`src/double_ended_queue_assert.svh`:
```
// ----------------------------------------------------------------------------
// double_ended_queue assertion macros
// concurrent assertion wrappers, compiled out when NO_ASSERTIONS is set
// ----------------------------------------------------------------------------
`ifndef DOUBLE_ENDED_QUEUE_ASSERT_SVH
`define DOUBLE_ENDED_QUEUE_ASSERT_SVH

`ifndef NO_ASSERTIONS

// property holds at every edge outside reset
`define DEQ_ASSERT(label, clk, rst, prop, msg) \
  label: assert property (@(posedge clk) disable iff (rst) (prop)) else $error(msg);

// antecedent at one edge implies consequent at the next
`define DEQ_ASSERT_NEXT(label, clk, rst, ante, cons, msg) \
  label: assert property (@(posedge clk) disable iff (rst) (ante) |=> (cons)) else $error(msg);

`else

`define DEQ_ASSERT(label, clk, rst, prop, msg)
`define DEQ_ASSERT_NEXT(label, clk, rst, ante, cons, msg)

`endif

`endif

```
`src/deq_pkg.sv`:
```
// ----------------------------------------------------------------------------
// deq_pkg
// shared types and constants of the double-ended queue
// ----------------------------------------------------------------------------
package deq_pkg;

  localparam int DEF_CAPACITY   = 1024;
  localparam int DEF_DATA_WIDTH = 32;
  localparam int OPCODE_WIDTH   = 3;
  localparam int POS_WIDTH      = 10;
  localparam int STATUS_WIDTH   = 2;

  typedef enum logic [OPCODE_WIDTH-1:0] {
    OP_PUSH_BACK  = 3'd0,
    OP_PUSH_FRONT = 3'd1,
    OP_POP_BACK   = 3'd2,
    OP_POP_FRONT  = 3'd3,
    OP_READ       = 3'd4
  } opcode_t;

  typedef enum logic [STATUS_WIDTH-1:0] {
    ST_OK    = 2'd0,
    ST_FULL  = 2'd1,
    ST_EMPTY = 2'd2,
    ST_RANGE = 2'd3
  } status_t;

  typedef struct packed {
    logic wr_en;
    logic rd_en;
  } deq_mem_ctl_t;

endpackage

```
`src/deq_ctrl.sv`:
```
// ----------------------------------------------------------------------------
// deq_ctrl
// front and back slot pointers, element count and per-operation decode
// ----------------------------------------------------------------------------
`include "double_ended_queue_assert.svh"

module deq_ctrl #(
  parameter int CAPACITY = deq_pkg::DEF_CAPACITY
) (
  input  logic                               clk,
  input  logic                               rst,
  input  logic                               accept,
  input  logic [deq_pkg::OPCODE_WIDTH-1:0]   opcode,
  input  logic [deq_pkg::POS_WIDTH-1:0]      position,
  output deq_pkg::deq_mem_ctl_t              mem_ctl,
  output logic [$clog2(CAPACITY)-1:0]        mem_addr,
  output logic [$clog2(CAPACITY+1)-1:0]      count_after,
  output deq_pkg::status_t                   status
);

  import deq_pkg::*;

  localparam int AW    = $clog2(CAPACITY);
  localparam int CNT_W = $clog2(CAPACITY + 1);
  localparam int SUM_W = ((AW > POS_WIDTH) ? AW : POS_WIDTH) + 1;
  localparam logic [AW-1:0]    LAST_SLOT = AW'(CAPACITY - 1);
  localparam logic [CNT_W-1:0] FULL_CNT  = CNT_W'(CAPACITY);
  localparam logic [SUM_W-1:0] CAP_SUM   = SUM_W'(CAPACITY);

  logic [AW-1:0]    front, front_next;
  logic [AW-1:0]    back, back_next;
  logic [CNT_W-1:0] count, count_next;

  logic [AW-1:0]    front_prev, front_inc, back_prev, back_inc;
  logic [SUM_W-1:0] read_sum, read_slot;
  logic             full, empty;

  assign full       = (count == FULL_CNT);
  assign empty      = (count == '0);
  assign front_prev = (front == '0) ? LAST_SLOT : front - AW'(1);
  assign front_inc  = (front == LAST_SLOT) ? '0 : front + AW'(1);
  assign back_prev  = (back == '0) ? LAST_SLOT : back - AW'(1);
  assign back_inc   = (back == LAST_SLOT) ? '0 : back + AW'(1);
  assign read_sum   = SUM_W'(front) + SUM_W'(position);
  assign read_slot  = (read_sum >= CAP_SUM) ? read_sum - CAP_SUM : read_sum;

  always_comb begin
    front_next    = front;
    back_next     = back;
    count_next    = count;
    mem_ctl.wr_en = 1'b0;
    mem_ctl.rd_en = 1'b0;
    mem_addr      = back;
    status        = ST_OK;
    case (opcode_t'(opcode))
      OP_PUSH_BACK: begin
        if (full) begin
          status = ST_FULL;
        end else begin
          mem_ctl.wr_en = accept;
          mem_addr      = back;
          back_next     = back_inc;
          count_next    = count + CNT_W'(1);
        end
      end
      OP_PUSH_FRONT: begin
        if (full) begin
          status = ST_FULL;
        end else begin
          mem_ctl.wr_en = accept;
          mem_addr      = front_prev;
          front_next    = front_prev;
          count_next    = count + CNT_W'(1);
        end
      end
      OP_POP_BACK: begin
        if (empty) begin
          status = ST_EMPTY;
        end else begin
          back_next  = back_prev;
          count_next = count - CNT_W'(1);
        end
      end
      OP_POP_FRONT: begin
        if (empty) begin
          status = ST_EMPTY;
        end else begin
          front_next = front_inc;
          count_next = count - CNT_W'(1);
        end
      end
      OP_READ: begin
        if (SUM_W'(position) >= SUM_W'(count)) begin
          status = ST_RANGE;
        end else begin
          mem_ctl.rd_en = accept;
          mem_addr      = read_slot[AW-1:0];
        end
      end
      default: begin
        status = ST_OK;
      end
    endcase
  end

  assign count_after = count_next;

  always_ff @(posedge clk) begin
    if (rst) begin
      front <= '0;
      back  <= '0;
      count <= '0;
    end else if (accept) begin
      front <= front_next;
      back  <= back_next;
      count <= count_next;
    end
  end

  // pointers and count stay consistent: front plus count wraps onto back
  logic [SUM_W-1:0] span_sum, span_slot;
  assign span_sum  = SUM_W'(front) + SUM_W'(count);
  assign span_slot = (span_sum >= CAP_SUM) ? span_sum - CAP_SUM : span_sum;

  `DEQ_ASSERT(a_count_bound, clk, rst, count <= FULL_CNT, "count beyond capacity")
  `DEQ_ASSERT(a_span, clk, rst, span_slot[AW-1:0] == back, "front, back and count disagree")
  `DEQ_ASSERT(a_one_port, clk, rst, !(mem_ctl.wr_en && mem_ctl.rd_en), "write and read together")
  `DEQ_ASSERT_NEXT(a_push_grows, clk, rst,
    accept && mem_ctl.wr_en, count == $past(count) + CNT_W'(1), "push did not grow count")
  `DEQ_ASSERT_NEXT(a_refused_holds, clk, rst,
    accept && (status == ST_FULL || status == ST_EMPTY || status == ST_RANGE),
    $stable(count) && $stable(front) && $stable(back), "refused operation changed state")

endmodule
```
`config.mk`:
```
export PLATFORM = sky130hd
export DESIGN_NAME = deq_ctrl
export DESIGN_NICKNAME = d
export VERILOG_FILES = /design/src/deq_pkg.sv /design/src/deq_ctrl.sv
export VERILOG_INCLUDE_DIRS = /design/src /design/src/src
export SDC_FILE = /design/constraint.sdc
export NUM_CORES = 1
export LEC_CHECK = 0
export BUFFER_PORTS_ARGS = -buffer_cell sky130_fd_sc_hd__buf_2
export CORE_MARGIN = 2
export CORE_UTILIZATION = 50
export DETAILED_ROUTE_END_ITERATION = 8
export PLACE_DENSITY = 0.73
export SLEW_MARGIN = 10
export SYNTH_ARGS = -nofsm -noshare
export SYNTH_HDL_FRONTEND = slang
export SYNTH_SLANG_ARGS = --single-unit
```
`constraint.sdc`:
```
create_clock -name clk -period 2.6 [get_ports clk]
set_input_delay 0.52 -clock clk [delete_from_list [all_inputs] [get_ports clk]]
set_output_delay 0.52 -clock clk [all_outputs]
set_load 0.02 [all_outputs]
```
==> results of run 1 <==
worst register-to-register path: stages, from the launching register on:
cell and delay [ps]:
dfxtp_2 350, inv_2 90, ha_4 130, or4b_4 510
buf_6 170, buf_4 140, o41ai_4 450, or2_4 300
a21oi_1 80, xnor2_1 160, nor2_1 60
flip-flops by register name (all words and copies together), names as in the netlist:
signal,count
count,11
front,10
back,10
power by group:
part	total (mW)	switching (mW)	internal, mW
combinational	2.17	1.15	1.01
clock	0.482	0.241	0.242
sequential	0.570	0.0514	0.519
total	3.22	1.44	1.77
stage by stage:
stage	hold WS (ps)	utilization (%)
global placement	529.3	63.79
CTS	561.1	72.48
global route	596.2	76.76
floorplan	490.9	-
finish	591.7	76.76
detailed placement	544.1	63.79
cells in the mapped netlist (4+ instances only):
cell type	number	area, sq um
nor4_1	9	56.30
ha_1	26	325.3
o21ai_0	30	150.1
o31ai_1	6	45.04
a21oi_1	43	215.2
or4_1	4	30.03
nor2_1	53	198.9
nand2_1	37	138.9
inv_1	25	93.84
a31oi_1	7	43.79
nand2b_1	9	56.30
nor2b_1	6	37.54
nand3_1	14	70.07
xor2_1	4	35.03
xnor2_1	28	245.2
nand4_1	6	37.54
a211oi_1	6	45.04
and2_1	4	25.02
buf_2	6	30.03
o21a_1	4	30.03
or3_1	7	43.79
nor3_1	16	80.08
a221o_1	9	90.09
dfxtp_1	31	620.6
clkbuf_1	18	67.56
cell type report:
| cell class | count | area [sq um] | area share [%] |
|---|---|---|---|
| Tap cell | 96 | 120.1 | 2.278 |
| Clock buffer | 7 | 96.34 | 1.827 |
| Inverter | 25 | 101.3 | 1.922 |
| Sequential cell | 31 | 641.9 | 12.17 |
| Clock inverter | 1 | 7.507 | 0.1424 |
| Timing Repair Buffer | 143 | 1126 | 21.36 |
| Multi-Input combinational cell | 401 | 3179 | 60.30 |
per-layer routing:
layer	wire (um)	global-route usage, %	vias to the layer above
met2	6617	51.33	334
met1	5336	41.28	2101
met4	870	14.19	0
met3	1399	4.478	108
met5	0	0	-
li1	-	-	2036
cells by family (layout without fill, tap and decap cells):
group	count (synthesis)	after routing	synth area share [%]
XOR/XNOR	32	32	7.854
buffers and inverters	55	176	6.767
adder cells (fa/ha/maj)	27	27	9.677
multiplexers	3	3	1.227
AND/OR/NAND/NOR	190	191	28.30
flip-flops	31	31	17.39
AO/OA/AOI/OAI	147	148	28.79
cell usage in the layout, fill, tap and decap left out, drive strengths merged, types with 7 or more instances in the layout:
cell type and instances:
nor3 17, a221o 9, nand2b 10, buf 143, a21oi 45, a31oi 7, nand3 14, xnor2 28
nand2 39, clkbuf 7, a211oi 9, o21ai 30, nor4 9, dfxtp 31, ha 26, inv 25
nor2 53, or3 7
worst paths after layout:
| kind | to | cells past startpoint | startpoint |
|---|---|---|---|
| min reg2reg | front[8]$_SDFFE_PP0P_ | 2 | front[8]$_SDFFE_PP0P_ |
| max | mem_addr[7] | 8 | front[1]$_SDFFE_PP0P_ |
| max reg2reg | front[2]$_SDFFE_PP0P_ | 10 | count[0]$_SDFFE_PP0P_ |
| min | front[8]$_SDFFE_PP0P_ | 2 | front[8]$_SDFFE_PP0P_ |
timing repair:
item,CTS,global route
buffers inserted,12,12
endpoints found under the setup margin,25,30
pin swaps,32,22
gates cloned,3,0
gates resized for setup,106,54
hold buffers,0,0
==> impl_metrics.csv, run 1 <==
group,metric,value,unit
floorplanning,placementRows,30,
min_path,hold_class,"flip-flop to flip-flop",
layout,num-fill-cells,459,
layout,design_area,5273,sq um
worst_setup_path,max_stage_delay,430,ps
pwr,power.total,3.218,mW
layout,final_cells,704,
placed_design,dp.cells,672,
yosys,synth_area,3568,sq um
global_route,track_usage,31.48,%
yosys,ys_seq_area_share,17.39,%
yosys,ys_ff_latch,31,
worst_setup_path,critPathBufInv,2,
sta,rsz0062_at_grt,"true",
yosys,synth_edf_count,0,
pwr,vdd_drop_max,0.3700,mV
yosys,syn_nets,528,
worst_setup_path,slowest_stage,"a211oi_2",
cts,clock_sinks,31,
placed_design,io_buffers,40,
sta,finalClockSkew,12.76,ps
floorplanning,coreArea,6869,sq um
layout,antenna_cells,0,
placed_design,place_ws,-374.6,ps
layout,finalNetCount,650,
worst_setup_path,worstPathRequired,2080,ps
global_route,overflow,0,
pwr,p_leak,2.149,nW
worst_setup_path,setup.worst_path.class,"flip-flop to output pin",
yosys,syn_area_per_cell,7.358,sq um
worst_setup_path,crit_family,"compound AO/OA/AOI/OAI gates",
sta,fmax,328.9,MHz
placed_design,gp_congestion,0.9544,
cts,cts_buffer_depth,2,
floorplanning,die_x,88.48,um
yosys,synthArstFlopShare,0,%
sta,setup_viol,25,
cts,cts_buffers,5,
floorplanning,start_util,51.95,%
placed_design,hpwl,8.367,mm
worst_setup_path,crit_path_max_fanout,6,
drt,drt_wl_total,14.22,mm
worst_setup_path,startpoint_type,"flip-flop",
drt,via_count,4579,
yosys,yosys_warnings,0,
global_route,grt_pass1_vias,4101,
cts,cts_max_level,2,
drt,wl_per_cell,20.20,um
cts,root_buffer,"clkbuf_8",
floorplanning,io_pins,41,
layout,layout-drive-gt1-share,42.60,%
worst_setup_path,rrSetupSlack,40,ps
run_status,status,"finished with violations",
sta,final-hold-violation-count,0,
global_route,grt_pass1_wl,19.45,mm
sta,tightest_slew,897.2,ps
global_route,grt_max_degree,36,
worst_setup_path,cp.arrival,2520,ps
drt,drt_first_iter_violations,595,
worst_setup_path,end_kind,"output pin",
layout,area_growth,47.76,%
cts,clkTransAtPathRegs,90,ps
global_route,antenna_found_initial,0,
worst_setup_path,path_cells,"buf_4, ha_1, a211oi_2, o21bai_2, o211ai_1, xnor2_1, a221o_1, buf_2",
sta,maxSlewHeadroom,39.68,%
sta,fin_crit,3041,ps
pwr,power.density,610.4,nW/um^2
drt,vias_per_cell,6.504,
sta,post-route-period-util,117.0,%
yosys,synthCells,485,
drt,drc,0,
drt,dr.pass1.iters,7,
floorplanning,dieArea,7829,sq um
run,maxCapViolCount,0,
yosys,synthFlopType,"dfxtp_1",
sta,slew_violations,0,
cts,cts_tree,"yes",
placed_design,placed_area,4382,sq um
run_status,violations,"negative setup slack",
cts,clk_latency,300,ps
sta,tns,-6864,ps
drt,detail-route-antenna-nets,0,
sta,setup_ws,-440.8,ps
yosys,ys_types,74,
floorplanning,die_height,88.48,um
Power figures use the tool's default switching activity.
==> run 2: changes to the inputs <==
--- a/config.mk
+++ b/config.mk
@@ -7,7 +7,7 @@
 export NUM_CORES = 1
 export LEC_CHECK = 0
 export BUFFER_PORTS_ARGS = -buffer_cell sky130_fd_sc_hd__buf_2
-export CORE_MARGIN = 2
+export CORE_MARGIN = 1
 export CORE_UTILIZATION = 50
 export DETAILED_ROUTE_END_ITERATION = 8
 export PLACE_DENSITY = 0.73
==> run 2 against run 1 <==
Net effect: the flow still finishes with violations (negative setup slack); critical endpoint is now mem_addr[5]; first-iteration DRC count shrank 23%; register-to-register slack lost 170 ps; largest power group unchanged; highest routed layer unchanged; global-route usage is 3.4 points higher.
==> impl_metrics.csv, run 2 (synthesis results as in run 1) <==
group,metric,value,unit
worst_setup_path,worstPathRequired,2080,ps
sta,rsz0062_at_grt,"true",
worst_setup_path,r2r-end,"front[2]$_SDFFE_PP0P_",
layout,layout-drive-gt1-share,40.70,%
cts,clk_latency,300,ps
sta,final-hold-violation-count,0,
placed_design,gp_congestion,0.9375,
global_route,overflow,0,
drt,drt_wl_total,14.20,mm
worst_setup_path,max_stage_delay,500,ps
worst_setup_path,crit_path_max_fanout,5,
pwr,p_clk_share,13.4,%
drt,drt_first_iter_violations,459,
sta,setup_viol,39,
sta,fin_crit,3022,ps
floorplanning,die_height,86.48,um
worst_setup_path,setup.worst_path.class,"flip-flop to output pin",
pwr,switching_share,44.57,%
sta,fmax,330.9,MHz
pwr,comb_power_share,68.2,%
layout,top_regs,"count (11), back (10), front (10)",
layout,antenna_cells,0,
cts,root_buffer,"clkbuf_8",
worst_setup_path,r2r-start,"count[0]$_SDFFE_PP0P_",
worst_setup_path,rrSetupSlack,-130,ps
drt,dr.pass1.iters,7,
floorplanning,coreArea,6832,sq um
min_path,hold_class,"flip-flop to flip-flop",
cts,cts_buffer_depth,2,
cts,cts_tree,"yes",
layout,finalNetCount,645,
min_path,hold_start,"front[8]$_SDFFE_PP0P_",
drt,drc,0,
cts,cts_max_level,2,
placed_design,hpwl,8.596,mm
floorplanning,start_util,52.23,%
sta,post-route-period-util,116.2,%
sta,setup_ws,-421.9,ps
drt,wl_per_cell,20.34,um
run,maxCapViolCount,0,
layout,area_growth,47.09,%
placed_design,io_buffers,40,
worst_setup_path,end_kind,"output pin",
layout,regArea,643.1,sq um
layout,top_register,"count",
sta,slew_violations,0,
worst_setup_path,reg2reg_depth,10,
layout,largest_reg_flops,11,
worst_setup_path,cp_common_cell,"buf_6",
sta,tightest_slew,590.1,ps
pwr,p_sw,1.401,mW
drt,detail-route-antenna-nets,0,
global_route,grt_max_degree,28,
layout,num-fill-cells,456,
run_status,violations,"negative setup slack",
cts,cts_buffers,5,
pwr,vdd_drop_max,0.3705,mV
cts,clkTransAtPathRegs,80,ps
min_path,hold_path_end,"front[8]$_SDFFE_PP0P_",
cts,clock_sinks,31,
sta,maxSlewHeadroom,60.36,%
layout,final_common_cell,"buf_4",
floorplanning,die_x,86.48,um
pwr,seqPwrFrac,18.3,%
global_route,grt_pass1_vias,4172,
layout,multi_input_comb_area,3171,sq um
worst_setup_path,cp.arrival,2500,ps
min_path,hold_path_depth,2,
drt,via_count,4612,
pwr,power.density,598.6,nW/um^2
worst_setup_path,startpoint_type,"flip-flop",
pwr,intPower,1.742,mW
worst_setup_path,path_cells,"inv_2, ha_4, or4b_4, nor3_4, a21boi_4, buf_6, a21oi_4, buf_6, a221o_1, buf_6",
drt,vias_per_cell,6.607,
global_route,antenna_found_initial,0,
floorplanning,placementRows,30,
global_route,grt_pass1_wl,20.24,mm
layout,final_cells,698,
placed_design,dp.cells,668,
floorplanning,io_pins,41,
pwr,p_leak,2.123,nW
run_status,status,"finished with violations",
worst_setup_path,slowest_stage,"or4b_4",
layout,layout_common_cells,"buf_4 (91), nor2_1 (52), a21oi_1 (38)",
global_route,track_usage,34.87,%
placed_design,place_ws,-380.0,ps
sta,finalClockSkew,10.62,ps
floorplanning,dieArea,7479,sq um
[run 2: cell types whose count changed in the layout (fill, tap and decap cells not counted), moves of 3 or more]
cell	delta
buf_4	-8
a21oi_1	+5
a21oi_2	-4
buf_6	+4
ha_4	+3
[run 2: timing repair]
item | 4_1_cts | 5_1_grt
gates cloned | 0 | 1
hold buffers | 0 | 0
setup buffers | 10 | 17
endpoints found under the setup margin | 25 | 33
resized for setup | 118 | 39
pin swaps | 32 | 30
[run 2: how the worst max path moves through the flow]
stage | from | slack [ps] | end
after CTS | front[0]$_SDFFE_PP0P_ | -330 | mem_addr[8]
after global placement | position[0] | -350 | mem_addr[8]
after floorplan | front[0]$_SDFFE_PP0P_ | -90 | mem_addr[8]
final | count[0]$_SDFFE_PP0P_ | -420 | mem_addr[5]
after global routing | count[8]$_SDFFE_PP0P_ | -490 | mem_addr[5]
after detailed placement | position[0] | -380 | mem_addr[8]
[run 2: power groups by stage]
stage,clock network [mW],registers (mW),logic [mW]
final,0.422,0.576,2.14
after global routing,0.447,0.581,2.26
after CTS,0.421,0.571,1.87
after detailed placement,0,0.576,1.48
after global placement,0,0.574,1.45
after floorplan,0,0.568,1.00
[run 2: per-layer routing]
layer	up-vias	wire length [um]	GRT usage [%]
met3	120	1479	6.571
met4	0	830	16.36
met5	-	0	0
li1	2017	-	-
met1	2111	5233	42.21
met2	364	6657	59.60
[run 2: cell type report]
class / count / share of cell area, %
clock buffers: 6 / 1.573
clock inverters: 1 / 0.09535
inverters: 25 / 1.836
multi-input cells: 399 / 60.41
flip-flops and latches: 31 / 12.25
well taps: 96 / 2.288
repair buffers: 140 / 21.55
[run 2: worst max-delay path, delay by kind of cell (launching register included)]
family	cells	cell delay, ps
simple gates	2	730
compound gates	3	510
buf+inv	4	490
flops	1	330
fa+ha+maj	1	140
[run 2: per-stage QoR]
step	hold WS, ps	setup TNS, ps	power, mW	utilization, %	cell area [sq um]
after detailed placement	557.7	-2969	2.059	63.70	4352
after floorplan	490.9	-224.7	1.569	-	3612
final	569.4	-8632	3.142	76.83	5249
after CTS	567.5	-5590	2.866	73.04	4990
after global routing	591.4	-11170	3.288	76.83	5249
after global placement	546.4	-2534	2.019	63.70	4352
==> run 3: changes to the inputs <==
--- a/config.mk
+++ b/config.mk
@@ -10,6 +10,7 @@
 export CORE_MARGIN = 1
 export CORE_UTILIZATION = 50
 export DETAILED_ROUTE_END_ITERATION = 8
+export MAX_ROUTING_LAYER = met4
 export PLACE_DENSITY = 0.73
 export SLEW_MARGIN = 10
 export SYNTH_ARGS = -nofsm -noshare
==> run 3 against run 2 <==
Net effect: the run still ends with negative setup slack left; wire length rose by 1.4%; critical path depth increased by 1; worst hold slack improved by 25 ps; sequential power barely moved; register-to-register slack better by 110 ps; count of clock-buffer cells in the layout unchanged; combinational power rose by 5%; clock power increased by 27%; first-iteration DRC count increased by 18%; final area rose by 2.8%; non-clock buffer count increased by 3; via count rose by 1.2%; critical path type unchanged; critical endpoint is now count_after[9]; largest cell class unchanged.
==> impl_metrics.csv, run 3 (synthesis results as in run 1) <==
group,metric,value,unit
cts,cts_buffers,5,
drt,drt_wl_total,14.40,mm
sta,post-route-period-util,118.3,%
worst_setup_path,end_kind,"output pin",
pwr,p_leak,2.187,nW
run_status,violations,"negative setup slack",
cts,cts_max_level,2,
sta,tightest_slew,773.1,ps
sta,fin_crit,3076,ps
layout,num-fill-cells,414,
run,maxCapViolCount,0,
floorplanning,dieArea,7479,sq um
worst_setup_path,startpoint_type,"flip-flop",
cts,clk_latency,300,ps
worst_setup_path,setup.worst_path.class,"flip-flop to output pin",
sta,finalClockSkew,8.070,ps
layout,area_growth,51.26,%
floorplanning,start_util,52.23,%
layout,design_area,5398,sq um
worst_setup_path,worstPathRequired,2080,ps
global_route,antenna_found_initial,0,
pwr,power.density,622.6,nW/um^2
drt,vias_per_cell,6.631,
global_route,grt_max_degree,36,
sta,final-hold-violation-count,0,
placed_design,gp_congestion,0.9267,
drt,dr.pass1.iters,5,
floorplanning,io_pins,41,
worst_setup_path,crit_path_max_fanout,6,
cts,cts_tree,"yes",
layout,layout-drive-gt1-share,43.26,%
cts,root_buffer,"clkbuf_8",
layout,fin_util,79.01,%
worst_setup_path,reg2reg_depth,10,
min_path,hold_start,"front[1]$_SDFFE_PP0P_",
drt,detail-route-antenna-nets,0,
global_route,grt_pass1_wl,20.02,mm
min_path,hold_path_end,"front[1]$_SDFFE_PP0P_",
layout,final_common_cell,"buf_4",
sta,fmax,325.1,MHz
sta,slew_violations,0,
floorplanning,placementRows,30,
pwr,vdd_drop_max,0.2945,mV
worst_setup_path,rrSetupSlack,-20,ps
drt,drc,0,
worst_setup_path,cp.arrival,2560,ps
sta,rsz0062_at_grt,"true",
sta,setup_viol,26,
layout,layout_common_cells,"buf_4 (97), nor2_1 (51), nand2_1 (34)",
worst_setup_path,r2r-end,"back[6]$_SDFFE_PP0P_",
min_path,hold_class,"flip-flop to flip-flop",
floorplanning,die_height,86.48,um
sta,setup_ws,-476.0,ps
placed_design,placed_area,4344,sq um
layout,largest_reg_flops,11,
cts,cts_buffer_depth,2,
cts,clkTransAtPathRegs,70,ps
layout,top_register,"count",
placed_design,io_buffers,40,
sta,tns,-8792,ps
min_path,hold_path_depth,3,
floorplanning,coreArea,6832,sq um
placed_design,place_ws,-362.1,ps
layout,top_regs,"count (11), back (10), front (10)",
drt,via_count,4668,
floorplanning,die_x,86.48,um
sta,maxSlewHeadroom,48.46,%
run_status,status,"finished with violations",
sta,holdWs,594.4,ps
global_route,overflow,0,
global_route,grt_pass1_vias,4090,
layout,antenna_cells,0,
layout,finalNetCount,650,
cts,cts_hold_buf,0,
placed_design,hpwl,8.489,mm
worst_setup_path,r2r-start,"count[1]$_SDFFE_PP0P_",
global_route,track_usage,35.25,%
drt,drt_first_iter_violations,543,
drt,wl_per_cell,20.45,um
cts,clock_sinks,31,
[run 3: cell types whose count changed in the layout (fill, tap and decap cells not counted), sizes merged]
cell    previous run  this run
buf              140       142
a21oi             44        45
bufinv             0         1
clkbuf             6         7
nand2             38        39
[run 3: worst max-delay path by stage]
| stage | slack [ps] | cells after the start | from | end |
|---|---|---|---|---|
| after global routing | -520 | 11 | count[1]$_SDFFE_PP0P_ | count_after[9] |
| final | -480 | 11 | count[1]$_SDFFE_PP0P_ | count_after[9] |
| after detailed placement | -360 | 11 | position[0] | mem_addr[8] |
| after global placement | -350 | 11 | position[0] | mem_addr[8] |
| after CTS | -350 | 8 | front[0]$_SDFFE_PP0P_ | mem_addr[8] |
| after floorplan | -90 | 8 | front[0]$_SDFFE_PP0P_ | mem_addr[8] |
[run 3: per-layer routing]
layer  vias to the layer above  track usage (%)  part of all wire [%]
li1                       2038                -                     -
met1                      2177            43.84                    38
met2                       356            56.20                    47
met3                        97            5.143                   9.6
met4                         0            16.82                   5.4
met5                         -                -                     0
[run 3: where the power goes]
group          switching (mW)  internal [mW]  total [mW]
combinational            1.18           1.07        2.25
sequential             0.0580          0.519       0.577
clock                   0.223          0.311       0.534
[run 3: final cells by class]
cell class                      count  area [sq um]  share of cell area, %
Multi-Input combinational cell    401          3249                  60.20
Timing Repair Buffer              143          1172                  21.72
Sequential cell                    31         636.9                  11.80
Tap cell                           96         120.1                  2.225
Inverter                           25         101.3                  1.878
Clock buffer                        6         82.58                  1.530
Clock inverter                      2         35.03                 0.6490
[run 3: critical path: stages, from the launching register on]
cell      delay (ps)
dfxtp_2          340
inv_2             80
ha_4             130
or4b_4           510
nor3_4           210
buf_6            130
a21boi_4         110
buf_6            190
o21ai_2           50
and4b_1          250
nor2_1            80
buf_4            170
[run 3: repair_timing]
action,in CTS,in global routing
pin swaps,29,28
resized for setup,109,64
cloned,2,1
endpoints found under the setup margin,25,33
buffers inserted,16,16
[run 3: metrics by stage]
stage | power (mW) | cells
finish | 3.361 | 704
global route | 3.488 | 704
CTS | 2.980 | 692
detailed placement | 2.069 | 667
global placement | 2.035 | 667
floorplan | 1.569 | 485
